File: src/rtl/sckal_pkg.sv
// ---------------------------------------------------------------------------
// sckal_pkg
// Shared types, constants and field helpers for the six channel scalar
// Kalman smoother.
// ---------------------------------------------------------------------------
package sckal_pkg;

  localparam int NUM_SENSORS  = 6;
  localparam int CHANNELS_DEF = 6;
  localparam int GAIN_FRAC_DEF = 16;

  localparam int EST_W      = 32;   // Q23.8 estimate
  localparam int VAR_W      = 32;   // unsigned Q16.16 variance
  localparam int EST_FRAC   = 8;
  localparam int VAR_FRAC   = 16;
  localparam int NOISE_W    = 16;
  localparam int INIT_EST_W = 24;
  localparam int INIT_VAR_W = 16;
  localparam int GYRO_W     = 24;
  localparam int ACCEL_W    = 16;

  localparam int CFG_AW = 3;
  localparam int CFG_DW = 24;
  localparam int IN_DW  = 3 * GYRO_W + 3 * ACCEL_W;
  localparam int OUT_DW = NUM_SENSORS * EST_W;
  localparam int SEN_W  = 3;

  // register indexes
  typedef enum logic [CFG_AW-1:0] {
    REG_NOISE_GX = 3'd0,
    REG_NOISE_GY = 3'd1,
    REG_NOISE_GZ = 3'd2,
    REG_NOISE_AX = 3'd3,
    REG_NOISE_AY = 3'd4,
    REG_NOISE_AZ = 3'd5,
    REG_INIT_EST = 3'd6,
    REG_INIT_VAR = 3'd7
  } cfg_reg_t;

  // sensor slots
  localparam logic [SEN_W-1:0] SEN_GX = 3'd0;
  localparam logic [SEN_W-1:0] SEN_GY = 3'd1;
  localparam logic [SEN_W-1:0] SEN_GZ = 3'd2;
  localparam logic [SEN_W-1:0] SEN_AX = 3'd3;
  localparam logic [SEN_W-1:0] SEN_AY = 3'd4;
  localparam logic [SEN_W-1:0] SEN_AZ = 3'd5;

  localparam logic [NOISE_W-1:0]    NOISE_RST     = 16'd25;
  localparam logic [NOISE_W-1:0]    NOISE_AZ_RST  = 16'd125;
  localparam logic [INIT_EST_W-1:0] INIT_EST_RST  = 24'd500;
  localparam logic [INIT_VAR_W-1:0] INIT_VAR_RST  = 16'd255;

  typedef struct packed {
    logic [EST_W-1:0] est;
    logic [VAR_W-1:0] var_q;
  } mem_word_t;

  // control group from sequencer to state memory
  typedef struct packed {
    logic rd_en;
    logic wr_en;
    logic clr;
  } kal_ctl_t;

  function automatic mem_word_t init_word(input logic [INIT_EST_W-1:0] e,
                                          input logic [INIT_VAR_W-1:0] v);
    mem_word_t w;
    w.est   = {e, {EST_FRAC{1'b0}}};
    w.var_q = {v, {VAR_FRAC{1'b0}}};
    return w;
  endfunction

  // sample of one sensor slot as Q23.8
  function automatic logic [EST_W-1:0] sample_q(input logic [IN_DW-1:0] d,
                                                input logic [SEN_W-1:0] s);
    logic [EST_W-1:0] r;
    case (s)
      SEN_GX:  r = {d[23:0], 8'b0};
      SEN_GY:  r = {d[47:24], 8'b0};
      SEN_GZ:  r = {d[71:48], 8'b0};
      SEN_AX:  r = {{8{d[87]}}, d[87:72], 8'b0};
      SEN_AY:  r = {{8{d[103]}}, d[103:88], 8'b0};
      SEN_AZ:  r = {{8{d[119]}}, d[119:104], 8'b0};
      default: r = '0;
    endcase
    return r;
  endfunction

endpackage

File: src/rtl/sckal_mem.sv
// ---------------------------------------------------------------------------
// sckal_mem
// Per-channel state store: estimate and variance in one synchronous RAM
// with a registered read port, with per-entry valid bits. An entry not yet
// written since the last restart reads as the restart snapshot.
// ---------------------------------------------------------------------------
module sckal_mem #(
  parameter int CHANNELS = 6,
  parameter int AW       = 3
) (
  input  logic                 clk,
  input  logic                 rst_n,
  input  sckal_pkg::kal_ctl_t  ctl,
  input  logic [AW-1:0]        addr,
  input  sckal_pkg::mem_word_t wr_data,
  input  sckal_pkg::mem_word_t init,
  output sckal_pkg::mem_word_t rd_data
);
  import sckal_pkg::*;

  mem_word_t             ram_r [CHANNELS];
  mem_word_t             rd_q_r;
  logic                  rd_vld_r;
  logic [CHANNELS-1:0]   vld_r;
  mem_word_t             snap_r;

  always_ff @(posedge clk) begin
    if (ctl.wr_en) begin
      ram_r[addr] <= wr_data;
    end
    if (ctl.rd_en) begin
      rd_q_r <= ram_r[addr];
    end
  end

  always_ff @(posedge clk) begin
    if (!rst_n) begin
      vld_r    <= '0;
      rd_vld_r <= 1'b0;
      snap_r   <= init_word(INIT_EST_RST, INIT_VAR_RST);
    end else begin
      if (ctl.clr) begin
        vld_r  <= '0;
        snap_r <= init;
      end else if (ctl.wr_en) begin
        vld_r[addr] <= 1'b1;
      end
      if (ctl.rd_en) begin
        rd_vld_r <= vld_r[addr];
      end
    end
  end

  assign rd_data = rd_vld_r ? rd_q_r : snap_r;

endmodule

File: src/rtl/sckal_div.sv
// ---------------------------------------------------------------------------
// sckal_div
// Gain divider: floor(var * 2^G / den), restoring, one quotient bit per
// cycle. Zero divisor gives zero gain.
// ---------------------------------------------------------------------------
module sckal_div #(
  parameter int GAIN_FRAC_BITS = 16
) (
  input  logic                          clk,
  input  logic                          rst_n,
  input  logic                          start,
  input  logic [sckal_pkg::VAR_W-1:0]   var_in,
  input  logic [sckal_pkg::VAR_W:0]     den_in,
  output logic                          done,
  output logic [GAIN_FRAC_BITS:0]       gain
);
  import sckal_pkg::*;

  localparam int GW = GAIN_FRAC_BITS + 1;
  localparam int CW = $clog2(GW);

  logic            busy_r;
  logic            done_r;
  logic [CW-1:0]   cnt_r;
  logic [VAR_W:0]  rem_r;
  logic [VAR_W:0]  den_r;
  logic            dz_r;
  logic [GW-1:0]   q_r;
  logic [VAR_W+1:0] trial;
  logic            fits;
  logic [VAR_W:0]  rem_nxt;

  // the quotient register also holds the low dividend bits still to shift in
  always_comb begin
    trial   = {rem_r, q_r[GW-1]};
    fits    = trial >= {1'b0, den_r};
    rem_nxt = fits ? (VAR_W+1)'(trial - {1'b0, den_r}) : trial[VAR_W:0];
  end

  always_ff @(posedge clk) begin
    if (start) begin
      rem_r <= {1'b0, var_in[VAR_W-1:1]};
      q_r   <= {var_in[0], {GAIN_FRAC_BITS{1'b0}}};
      den_r <= den_in;
      dz_r  <= (den_in == '0);
    end else if (busy_r) begin
      rem_r <= rem_nxt;
      q_r   <= {q_r[GW-2:0], fits};
    end
  end

  always_ff @(posedge clk) begin
    if (!rst_n) begin
      busy_r <= 1'b0;
      done_r <= 1'b0;
      cnt_r  <= '0;
    end else begin
      done_r <= busy_r && !start && (cnt_r == '0);
      if (start) begin
        busy_r <= 1'b1;
        cnt_r  <= CW'(GAIN_FRAC_BITS);
      end else if (busy_r) begin
        cnt_r <= cnt_r - 1'b1;
        if (cnt_r == '0) begin
          busy_r <= 1'b0;
        end
      end
    end
  end

  assign done = done_r;
  assign gain = dz_r ? '0 : q_r;

endmodule

File: src/rtl/sckal_upd.sv
// ---------------------------------------------------------------------------
// sckal_upd
// Estimate and variance update, three stages: difference and magnitude,
// the two products, then scale, sign and clamp.
// ---------------------------------------------------------------------------
module sckal_upd #(
  parameter int GAIN_FRAC_BITS = 16
) (
  input  logic                          clk,
  input  logic                          rst_n,
  input  logic                          start,
  input  logic [GAIN_FRAC_BITS:0]       gain,
  input  logic [sckal_pkg::EST_W-1:0]   sample,
  input  sckal_pkg::mem_word_t          cur,
  output logic                          done,
  output sckal_pkg::mem_word_t          upd
);
  import sckal_pkg::*;

  localparam int GW = GAIN_FRAC_BITS + 1;
  localparam int MW = EST_W + 1;

  logic [2:0]          v_r;
  // stage 1
  logic [MW-1:0]       mag_r;
  logic                neg1_r;
  logic [GW-1:0]       gain1_r;
  logic [GW-1:0]       om1_r;
  mem_word_t           cur1_r;
  // stage 2
  logic [GW+MW-1:0]    pc_r;
  logic [GW+VAR_W-1:0] pv_r;
  logic                neg2_r;
  logic [EST_W-1:0]    est2_r;
  // stage 3
  mem_word_t           upd_r;

  logic [MW-1:0]       diff;
  logic [EST_W+1:0]    corr;
  logic signed [EST_W+1:0] sum;

  always_comb begin
    diff = {sample[EST_W-1], sample} - {cur.est[EST_W-1], cur.est};
    corr = pc_r[GAIN_FRAC_BITS +: EST_W+2];
    if (neg2_r) begin
      sum = $signed({{2{est2_r[EST_W-1]}}, est2_r}) - $signed(corr);
    end else begin
      sum = $signed({{2{est2_r[EST_W-1]}}, est2_r}) + $signed(corr);
    end
  end

  always_ff @(posedge clk) begin
    if (start) begin
      neg1_r  <= diff[MW-1];
      mag_r   <= diff[MW-1] ? MW'(-diff) : diff;
      gain1_r <= gain;
      om1_r   <= GW'(1 << GAIN_FRAC_BITS) - gain;
      cur1_r  <= cur;
    end
    if (v_r[0]) begin
      pc_r   <= gain1_r * mag_r;
      pv_r   <= cur1_r.var_q * om1_r;
      neg2_r <= neg1_r;
      est2_r <= cur1_r.est;
    end
    if (v_r[1]) begin
      if (sum > $signed(34'sh0_7FFF_FFFF)) begin
        upd_r.est <= 32'h7FFF_FFFF;
      end else if (sum < $signed(-34'sh0_8000_0000)) begin
        upd_r.est <= 32'h8000_0000;
      end else begin
        upd_r.est <= sum[EST_W-1:0];
      end
      upd_r.var_q <= pv_r[GAIN_FRAC_BITS +: VAR_W];
    end
  end

  always_ff @(posedge clk) begin
    if (!rst_n) begin
      v_r <= '0;
    end else begin
      v_r <= {v_r[1:0], start};
    end
  end

  assign done = v_r[2];
  assign upd  = upd_r;

endmodule

File: src/rtl/six_channel_scalar_kalman.sv
// Measure transfer: channels go one after another through the one-bit-per-cycle
//   gain divider. One item in flight; the next is taken while the previous result
//   waits.
// Synchronous active-low reset: registers to reset values, state reads as initial values.
// ---------------------------------------------------------------------------
// six_channel_scalar_kalman
// Six scalar Kalman smoothers over gyro and accelerometer samples, state
// held in a shared RAM and updated channel by channel.
// ---------------------------------------------------------------------------
module six_channel_scalar_kalman #(
  parameter int CHANNELS       = sckal_pkg::CHANNELS_DEF,
  parameter int GAIN_FRAC_BITS = sckal_pkg::GAIN_FRAC_DEF
) (
  input  logic                          clk,
  input  logic                          rst_n,
  input  logic                          cfg_we,
  input  logic [sckal_pkg::CFG_AW-1:0]  cfg_addr,
  input  logic [sckal_pkg::CFG_DW-1:0]  cfg_wdata,
  input  logic                          in_tvalid,
  output logic                          in_tready,
  // gyro_x, gyro_y, gyro_z, accel_x, accel_y, accel_z
  input  logic [sckal_pkg::IN_DW-1:0]   in_tdata,
  // func
  input  logic                          in_tuser,
  output logic                          out_tvalid,
  input  logic                          out_tready,
  // est_gyro_x, est_gyro_y, est_gyro_z, est_accel_x, est_accel_y, est_accel_z
  output logic [sckal_pkg::OUT_DW-1:0]  out_tdata
);
  import sckal_pkg::*;

  localparam int AW = (CHANNELS > 1) ? $clog2(CHANNELS) : 1;
  localparam int GW = GAIN_FRAC_BITS + 1;

  typedef enum logic [5:0] {
    S_IDLE  = 6'b000001,
    S_READ  = 6'b000010,
    S_DIVGO = 6'b000100,
    S_DIVW  = 6'b001000,
    S_UPDW  = 6'b010000,
    S_DONE  = 6'b100000
  } state_t;

  state_t                 state_r, state_nxt;
  logic [NOISE_W-1:0]     noise_r [NUM_SENSORS];
  logic [INIT_EST_W-1:0]  init_est_r;
  logic [INIT_VAR_W-1:0]  init_var_r;
  logic [IN_DW-1:0]       in_data_r;
  logic [AW-1:0]          ch_r;
  logic [SEN_W-1:0]       sens_r;
  mem_word_t              cur_r;
  logic [EST_W-1:0]       coll_r [NUM_SENSORS];
  logic                   out_tvalid_r;
  logic [OUT_DW-1:0]      out_tdata_r;

  kal_ctl_t               ctl;
  mem_word_t              rd_data;
  mem_word_t              upd;
  logic                   div_done, upd_done;
  logic [GW-1:0]          gain;
  logic [VAR_W:0]         den;
  logic                   in_acc, out_free, last_ch;

  assign in_tready = (state_r == S_IDLE);
  assign in_acc    = in_tvalid && in_tready;
  assign out_free  = !out_tvalid_r || out_tready;
  assign last_ch   = (ch_r == AW'(CHANNELS - 1));
  assign den       = {1'b0, rd_data.var_q} + {1'b0, noise_r[sens_r], {VAR_FRAC{1'b0}}};

  // configuration registers
  always_ff @(posedge clk) begin
    if (!rst_n) begin
      for (int i = 0; i < NUM_SENSORS - 1; i++) begin
        noise_r[i] <= NOISE_RST;
      end
      noise_r[NUM_SENSORS-1] <= NOISE_AZ_RST;
      init_est_r <= INIT_EST_RST;
      init_var_r <= INIT_VAR_RST;
    end else if (cfg_we) begin
      case (cfg_reg_t'(cfg_addr))
        REG_NOISE_GX, REG_NOISE_GY, REG_NOISE_GZ,
        REG_NOISE_AX, REG_NOISE_AY, REG_NOISE_AZ: begin
          noise_r[cfg_addr] <= cfg_wdata[NOISE_W-1:0];
        end
        REG_INIT_EST: init_est_r <= cfg_wdata[INIT_EST_W-1:0];
        REG_INIT_VAR: init_var_r <= cfg_wdata[INIT_VAR_W-1:0];
        default: ;
      endcase
    end
  end

  always_comb begin
    state_nxt = state_r;
    ctl       = '0;
    case (state_r)
      S_IDLE: begin
        if (in_acc) begin
          if (in_tuser) begin
            ctl.clr   = 1'b1;
            state_nxt = S_DONE;
          end else begin
            state_nxt = S_READ;
          end
        end
      end
      S_READ: begin
        ctl.rd_en = 1'b1;
        state_nxt = S_DIVGO;
      end
      S_DIVGO: state_nxt = S_DIVW;
      S_DIVW: begin
        if (div_done) begin
          state_nxt = S_UPDW;
        end
      end
      S_UPDW: begin
        if (upd_done) begin
          ctl.wr_en = 1'b1;
          state_nxt = last_ch ? S_DONE : S_READ;
        end
      end
      S_DONE: begin
        if (out_free) begin
          state_nxt = S_IDLE;
        end
      end
      default: state_nxt = S_IDLE;
    endcase
  end

  always_ff @(posedge clk) begin
    if (!rst_n) begin
      state_r      <= S_IDLE;
      ch_r         <= '0;
      sens_r       <= SEN_GX;
      out_tvalid_r <= 1'b0;
    end else begin
      state_r <= state_nxt;
      if (in_acc) begin
        ch_r   <= '0;
        sens_r <= SEN_GX;
      end else if (state_r == S_UPDW && upd_done && !last_ch) begin
        ch_r   <= ch_r + 1'b1;
        sens_r <= (sens_r == SEN_AZ) ? SEN_GX : sens_r + 1'b1;
      end
      if (state_r == S_DONE && out_free) begin
        out_tvalid_r <= 1'b1;
      end else if (out_tready) begin
        out_tvalid_r <= 1'b0;
      end
    end
  end

  // payload
  always_ff @(posedge clk) begin
    if (in_acc) begin
      in_data_r <= in_tdata;
    end
    if (state_r == S_DIVGO) begin
      cur_r <= rd_data;
    end
    if (ctl.clr) begin
      for (int i = 0; i < NUM_SENSORS; i++) begin
        coll_r[i] <= {init_est_r, {EST_FRAC{1'b0}}};
      end
    end else if (ctl.wr_en) begin
      for (int i = 0; i < NUM_SENSORS; i++) begin
        if (int'(ch_r) == i) begin
          coll_r[i] <= upd.est;
        end
      end
    end
    if (state_r == S_DONE && out_free) begin
      for (int i = 0; i < NUM_SENSORS; i++) begin
        out_tdata_r[i*EST_W +: EST_W] <= (i < CHANNELS) ? coll_r[i] : '0;
      end
    end
  end

  assign out_tvalid = out_tvalid_r;
  assign out_tdata  = out_tdata_r;

  sckal_mem #(
    .CHANNELS (CHANNELS),
    .AW       (AW)
  ) u_mem (
    .clk     (clk),
    .rst_n   (rst_n),
    .ctl     (ctl),
    .addr    (ch_r),
    .wr_data (upd),
    .init    (init_word(init_est_r, init_var_r)),
    .rd_data (rd_data)
  );

  sckal_div #(
    .GAIN_FRAC_BITS (GAIN_FRAC_BITS)
  ) u_div (
    .clk    (clk),
    .rst_n  (rst_n),
    .start  (state_r == S_DIVGO),
    .var_in (rd_data.var_q),
    .den_in (den),
    .done   (div_done),
    .gain   (gain)
  );

  sckal_upd #(
    .GAIN_FRAC_BITS (GAIN_FRAC_BITS)
  ) u_upd (
    .clk    (clk),
    .rst_n  (rst_n),
    .start  (state_r == S_DIVW && div_done),
    .gain   (gain),
    .sample (sample_q(in_data_r, sens_r)),
    .cur    (cur_r),
    .done   (upd_done),
    .upd    (upd)
  );

`ifndef SYNTH
  a_div_done_in_wait: assert property (@(posedge clk) disable iff (!rst_n)
    div_done |-> state_r == S_DIVW)
    else $error("divider finished outside its wait state");

  a_upd_done_in_wait: assert property (@(posedge clk) disable iff (!rst_n)
    upd_done |-> state_r == S_UPDW)
    else $error("update finished outside its wait state");

  a_sens_range: assert property (@(posedge clk) disable iff (!rst_n)
    sens_r <= SEN_AZ)
    else $error("sensor slot out of range");

  a_done_holds: assert property (@(posedge clk) disable iff (!rst_n)
    (state_r == S_DONE && out_tvalid_r && !out_tready) |=> state_r == S_DONE)
    else $error("result dropped while output register full");
`endif

endmodule

File: config.mk
export PLATFORM = sky130hd
export DESIGN_NAME = six_channel_scalar_kalman
export DESIGN_NICKNAME = d
export VERILOG_FILES = /design/src/rtl/sckal_pkg.sv /design/src/rtl/sckal_mem.sv /design/src/rtl/sckal_div.sv /design/src/rtl/sckal_upd.sv /design/src/rtl/six_channel_scalar_kalman.sv
export SDC_FILE = /design/constraint.sdc
export NUM_CORES = 2
export LEC_CHECK = 0
export BUFFER_PORTS_ARGS = -buffer_cell sky130_fd_sc_hd__buf_2
export CORE_ASPECT_RATIO = 1.1
export CORE_MARGIN = 2
export CORE_UTILIZATION = 51
export DETAILED_ROUTE_END_ITERATION = 12
export PLACE_DENSITY = 0.82
export SLEW_MARGIN = 5
export SYNTH_ARGS = -nofsm -noshare
export SYNTH_HDL_FRONTEND = slang
export SYNTH_HIERARCHICAL = 1
export SYNTH_SLANG_ARGS = --single-unit
File: constraint.sdc
create_clock -name clk -period 10.75 [get_ports clk]
set_input_delay 1.075 -clock clk [delete_from_list [all_inputs] [get_ports clk]]
set_output_delay 1.075 -clock clk [all_outputs]
set_load 0.005 [all_outputs]
Yosys cells after proc, flatten, opt, wreduce, memory -nomap -nowiden --
Memory sizes are Yosys's and may differ from the RTL's. A register that Yosys moved wholly into a read port is not among the register bits. Index checks and enable logic that the tools add are counted. Widths: inputs -> output; s select.
Word-level totals: register bits after elaboration 705, memory bits (writable) 672, memories kept 3, output and inout bits 194
Memory list:
- u_mem.ram_r | depth 6, width 64, read ports 1, clocked after memory_dff 1, wr ports 1, line sckal_mem.sv:21 | mem_word_t ram_r [CHANNELS];
- coll_r | depth 6, width 32, read ports 6, clocked after memory_dff 6, wr ports 6, line six_channel_scalar_kalman.sv:52 | logic [EST_W-1:0] coll_r [NUM_SENSORS];
- noise_r | depth 6, width 16, read ports 1, clocked after memory_dff 1, wr ports 6, line six_channel_scalar_kalman.sv:45 | logic [NOISE_W-1:0] noise_r [NUM_SENSORS];
Cells by class: bitwise operators 8, mux-type cells 80, reduce and logical (&&, ||, !) cells 27, add/sub/neg operators 10, equal/unequal tests 28, $lt $le $gt $ge 5, $mul 2
Operator list (count):
- $mux 32 | 8
- $pmux 32 s6 | 1
- $mux 64 | 1
- $mux 31 | 2
- $mux 17 | 3
- $mul 17x33->50 | 1
- $mul 32x17->48 | 1
- $mux 1 | 47
- $mux 6 | 6
- $pmux 6 s6 | 1
- $add 32x34->34 | 1
- $ge 34x33->1 | 1
- $gt 34x32->1 const B | 1
- $lt 34x32->1 const B | 1
- $mux 34 | 1
- $sub 32x34->34 | 1
- $add 32x32->33 | 1
- $eq 3x3->1 const B | 11
- $logic_not 33->1 | 1
- $mux 33 | 1
- $neg 33->33 | 1
- $sub 32x32->33 | 1
- $sub 33x33->33 | 1
- $sub 17x17->17 const A | 1
- 33 further kinds | 65

Logic depth before layout (Yosys ltp) --
word-level depth 8, mapped depth 25, depth with buffers taken out 24

Cells and area by module --
Netlist, hierarchy kept.
By module, submodules not included:
- sckal_upd | times used 1, cells each 4951, area an instance 47629.4 um2
- six_channel_scalar_kalman | times used 1, cells each 1723, area an instance 28726.3 um2
- sckal_mem | times used 1, cells each 1117, area an instance 19995.4 um2
- sckal_div | times used 1, cells each 587, area an instance 5630.4 um2

Worst setup path after synthesis --
No wires, ideal clock.
path type in2reg, start input port out_tready, end register out_tdata_r[0], in the netlist out_tdata[0] (read register of coll_r), enable pin, cell stages on the path 2, slack 0.341 ns, data required time 9.981 ns, arrival time 9.639 ns, cell sequence nand2b_1 -> nor2b_1
On the way: longest elaborated chain between the ends 2
RTL lines:
- start, declared | line six_channel_scalar_kalman.sv:26 | input logic out_tready,
- $logic_or 1x1->1 | line six_channel_scalar_kalman.sv:66 | assign out_free = !out_tvalid_r || out_tready;
- $logic_and 1x1->1 | line six_channel_scalar_kalman.sv:173 | if (state_r == S_DONE && out_free) begin
- end, declared | line six_channel_scalar_kalman.sv:54 | logic [OUT_DW-1:0] out_tdata_r;
Every way passes these cells. A chain may end at the register's enable or synchronous reset.

Worst setup path after layout --
start register u_upd.gain1_r[6], end register u_upd.pc_r[43] (data pin)
On the way: longest elaborated chain between the ends 1
RTL lines:
- start, declared | line sckal_upd.sv:27 | logic [GW-1:0] gain1_r;
- start signal, assigned | line sckal_upd.sv:56 | gain1_r <= gain;
- $mul 17x33->50 | line sckal_upd.sv:61 | pc_r <= gain1_r * mag_r;
- end signal, assigned | line sckal_upd.sv:61
- end, declared | line sckal_upd.sv:31 | logic [GW+MW-1:0] pc_r;
Every way passes these cells.

==> impl_metrics.yaml <==
run_status:
  status: "finished clean"
power:
  ir_drop_mv: 0.168
  p_sw_share_pct: 22.1
  combinationalPowerShare_pct: 5.3
  power.share.clock_pct: 41.6
  p_int_uw: 10700
  pwr-share-seq_pct: 53.1
  powerDensity_nw_per_um2: 123
  p_leak_uw: 0.0452
  switching_power_uw: 3020
clock_network:
  htreeDepth: 4
  path_clk_slew_ns: 0.06
  post-cts-setup-buffers: 0
  cts_root_buffer: "clkbuf_16"
  cts_made_buffers: 161
  worstSkewPairLatency_ns: 0.81
  cts-resized-gates: 0
  cts_tree: "built"
  cts_hold_buffers: 0
  clock_sinks: 1659
  cts.path.max_buffers: 3
yosys:
  synth-seq-cells: 1659
  ys_types: 110
  synth-edff-count: 1504
  synth_top_area_share_pct: 44.3
  syn_area_um2: 102000
  avgSynthCellArea_um2: 12.2
  netlist.top_cell.by_area: "edfxtp_1"
  synthTopCellsByArea: "edfxtp_1, fa_1, ha_1, inv_1, nand2_1"
  synthCells: 8378
  synthFlopType: "edfxtp_1"
  synth-async-reset-ratio_pct: 0
  synth-seq-area-share_pct: 47.3
  yosys_warnings: 6
  synth_commonest_cells: "edfxtp_1, inv_1, nand2_1"
  yosysMostFrequentCell: "edfxtp_1"
sta:
  clock.fmax_mhz: 125
  tightest_slew_ns: 1.27
  finalSetupViolations: 0
  clock_skew_ns: 0.0502
  setup_ws_ns: 2.77
  min_period_ns: 7.98
  maxSlewHeadroom_pct: 15.1
  hold_violations: 0
  fin_crit_sh_pct: 74.2
  whs_ns: 0.398
  finalSetupTns_ns: 0
  rsz0062_at_grt: "no"
  slew_viol_final: 0
floorplan:
  initial_core_util_pct: 51.2
  dieHeight_um: 473
  dieArea_um2: 204000
  core_area_um2: 199000
  fp.dieW_um: 430
  num_rows: 172
  io_pins: 347
global_routing:
  overflow: 0
  grt_max_degree: 193
  grt_pass1_vias: 69400
  track_usage_pct: 25.3
  grt_pass1_wl_um: 398000
  antenna_found_initial: 16
cells_and_area:
  drive_gt1_share_pct: 12.1
  area_delta_synth_final_pct: 9.47
  finalNetCount: 10100
run:
  maxCapViolations: 0
drt:
  drtPass1Iterations: 6
  wl_per_cell_um: 22.6
  finalWirelength_um: 259000
  ant_nets: 0
  viasPerCell: 5.83
  drc: 0
  drt_iter0_markers: 7527
  num_vias: 66700
min_path:
  hold_depth: 0
  hp-class: "register to register"
place:
  gp_congestion: 0.933
  dp_hpwl_um: 177000
  pre_cts_ws_ns: 2.96
  io_buffers: 346
worst_setup_path:
  worst_ep_required_time_ns: 11.27
  worstSetupStartpointType: "register"
  critPathMaxFanout: 33
  worst-setup-path-type: "register to register"
  rrSetupSlack_ns: 2.77
  reg2regPathDepth: 22
  crit_arrival_ns: 8.50
  crit_path_end_kind: "register"
[worst max-delay path, stage by stage, from the launching register on]
cell	delay (ns)
edfxtp_1	1.14
and2_1	0.29
fa_1	0.44
inv_1	0.09
fa_1	0.45
fa_1	0.52
inv_1	0.06
fa_1	0.50
fa_1	0.50
inv_1	0.05
fa_1	0.50
inv_1	0.05
ha_1	0.37
and4_1	0.28
and3_1	0.20
nand3_1	0.17
a2111o_1	0.46
a21oi_1	0.51
o211a_1	0.27
a41oi_1	0.20
o21bai_1	0.38
a21oi_1	0.15
xnor2_1	0.14
[area by class of cell]
cell class,instances,area [um^2]
fillers,15400,87600
flip-flops and latches,1659,48300
multi-input cells,5233,47900
inverters,1187,4460
clock buffers,212,4380
well taps,2610,3270
repair buffers,430,2390
clock inverters,87,942
diodes,6,15.0
[sequential cells by signal, indices dropped and copies added, names as in the netlist, 64 cells and up, named ones only]
register and flops:
u_mem/ram_r 384, coll_r 192, out_tdata 192, noise_r 128, in_data_r 120, cur_r 64
u_mem/rd_q_r 64, u_mem/snap_r 64, u_upd/cur1_r 64, u_upd/upd 64
[worst paths after layout]
path                    start             end
max reg2reg  u_upd/gain1_r[6]  u_upd/pc_r[43]
max          u_upd/gain1_r[6]  u_upd/pc_r[43]
min reg2reg      coll_r[0][5]    out_tdata[5]
min              coll_r[0][5]    out_tdata[5]
[metrics by stage]
step,cell area (um^2),util (%),cells,total power (uW)
after floorplan,102000,-,8442,7870
after global placement,106000,53.3,11100,8080
after detailed placement,106000,53.3,11100,8110
after CTS,112000,56.0,11400,13700
after global routing,112000,56.0,11400,14000
final,112000,56.0,11400,13700
[power groups by stage]
stage	Clock, uW	Combinational (uW)	Sequential [uW]
floorplan	0	483	7390
global placement	0	684	7390
detailed placement	0	707	7410
CTS	5730	716	7270
global route	5950	783	7280
finish	5700	728	7270
[logic make-up (layout without fill, tap and decap cells)]
kind of cell | after synthesis | in the layout | share of synthesized area [%]
AOI/OAI and AO/OA | 932 | 932 | 5.87
xor gates and xnor gates | 231 | 231 | 1.98
adders and majority gates | 1276 | 1276 | 22.4
buffers and inverters | 1550 | 1916 | 6.01
DFF | 1659 | 1659 | 47.3
muxes | 457 | 457 | 5.68
other | 1 | 71 | 0.00368
and+or+nand+nor | 2272 | 2272 | 10.8
[metal layers]
metal	vias up	share of wire [%]	GRT usage, %	wire length, um
met5	-	0.033	0	85
met2	3837	49	42.4	127000
met1	33500	37	32.3	94700
met4	14	4.5	10.8	11500
li1	28500	-	-	-
met3	733	9.8	4.72	25300
[cell usage in the layout (no fill, tap or decap), drive strengths merged, types with 25 or more instances in the layout]
master and instances:
a211oi 35, a21boi 34, a21o 75, a21oi 251
a22oi 113, a31oi 25, and2 478, and3 71
buf 430, clkbuf 212, clkinv 62, conb 65
dfxtp 155, edfxtp 1504, fa 912, ha 364
inv 1193, mux2 287, mux2i 113, mux4 57
nand2 1067, nand3 60, nand4 28, nor2 299
nor2b 97, nor3 54, o21a 44, o21ai 213
o21bai 32, xnor2 155, xor2 76
No activity file was read; power rests on OpenSTA's default activity.
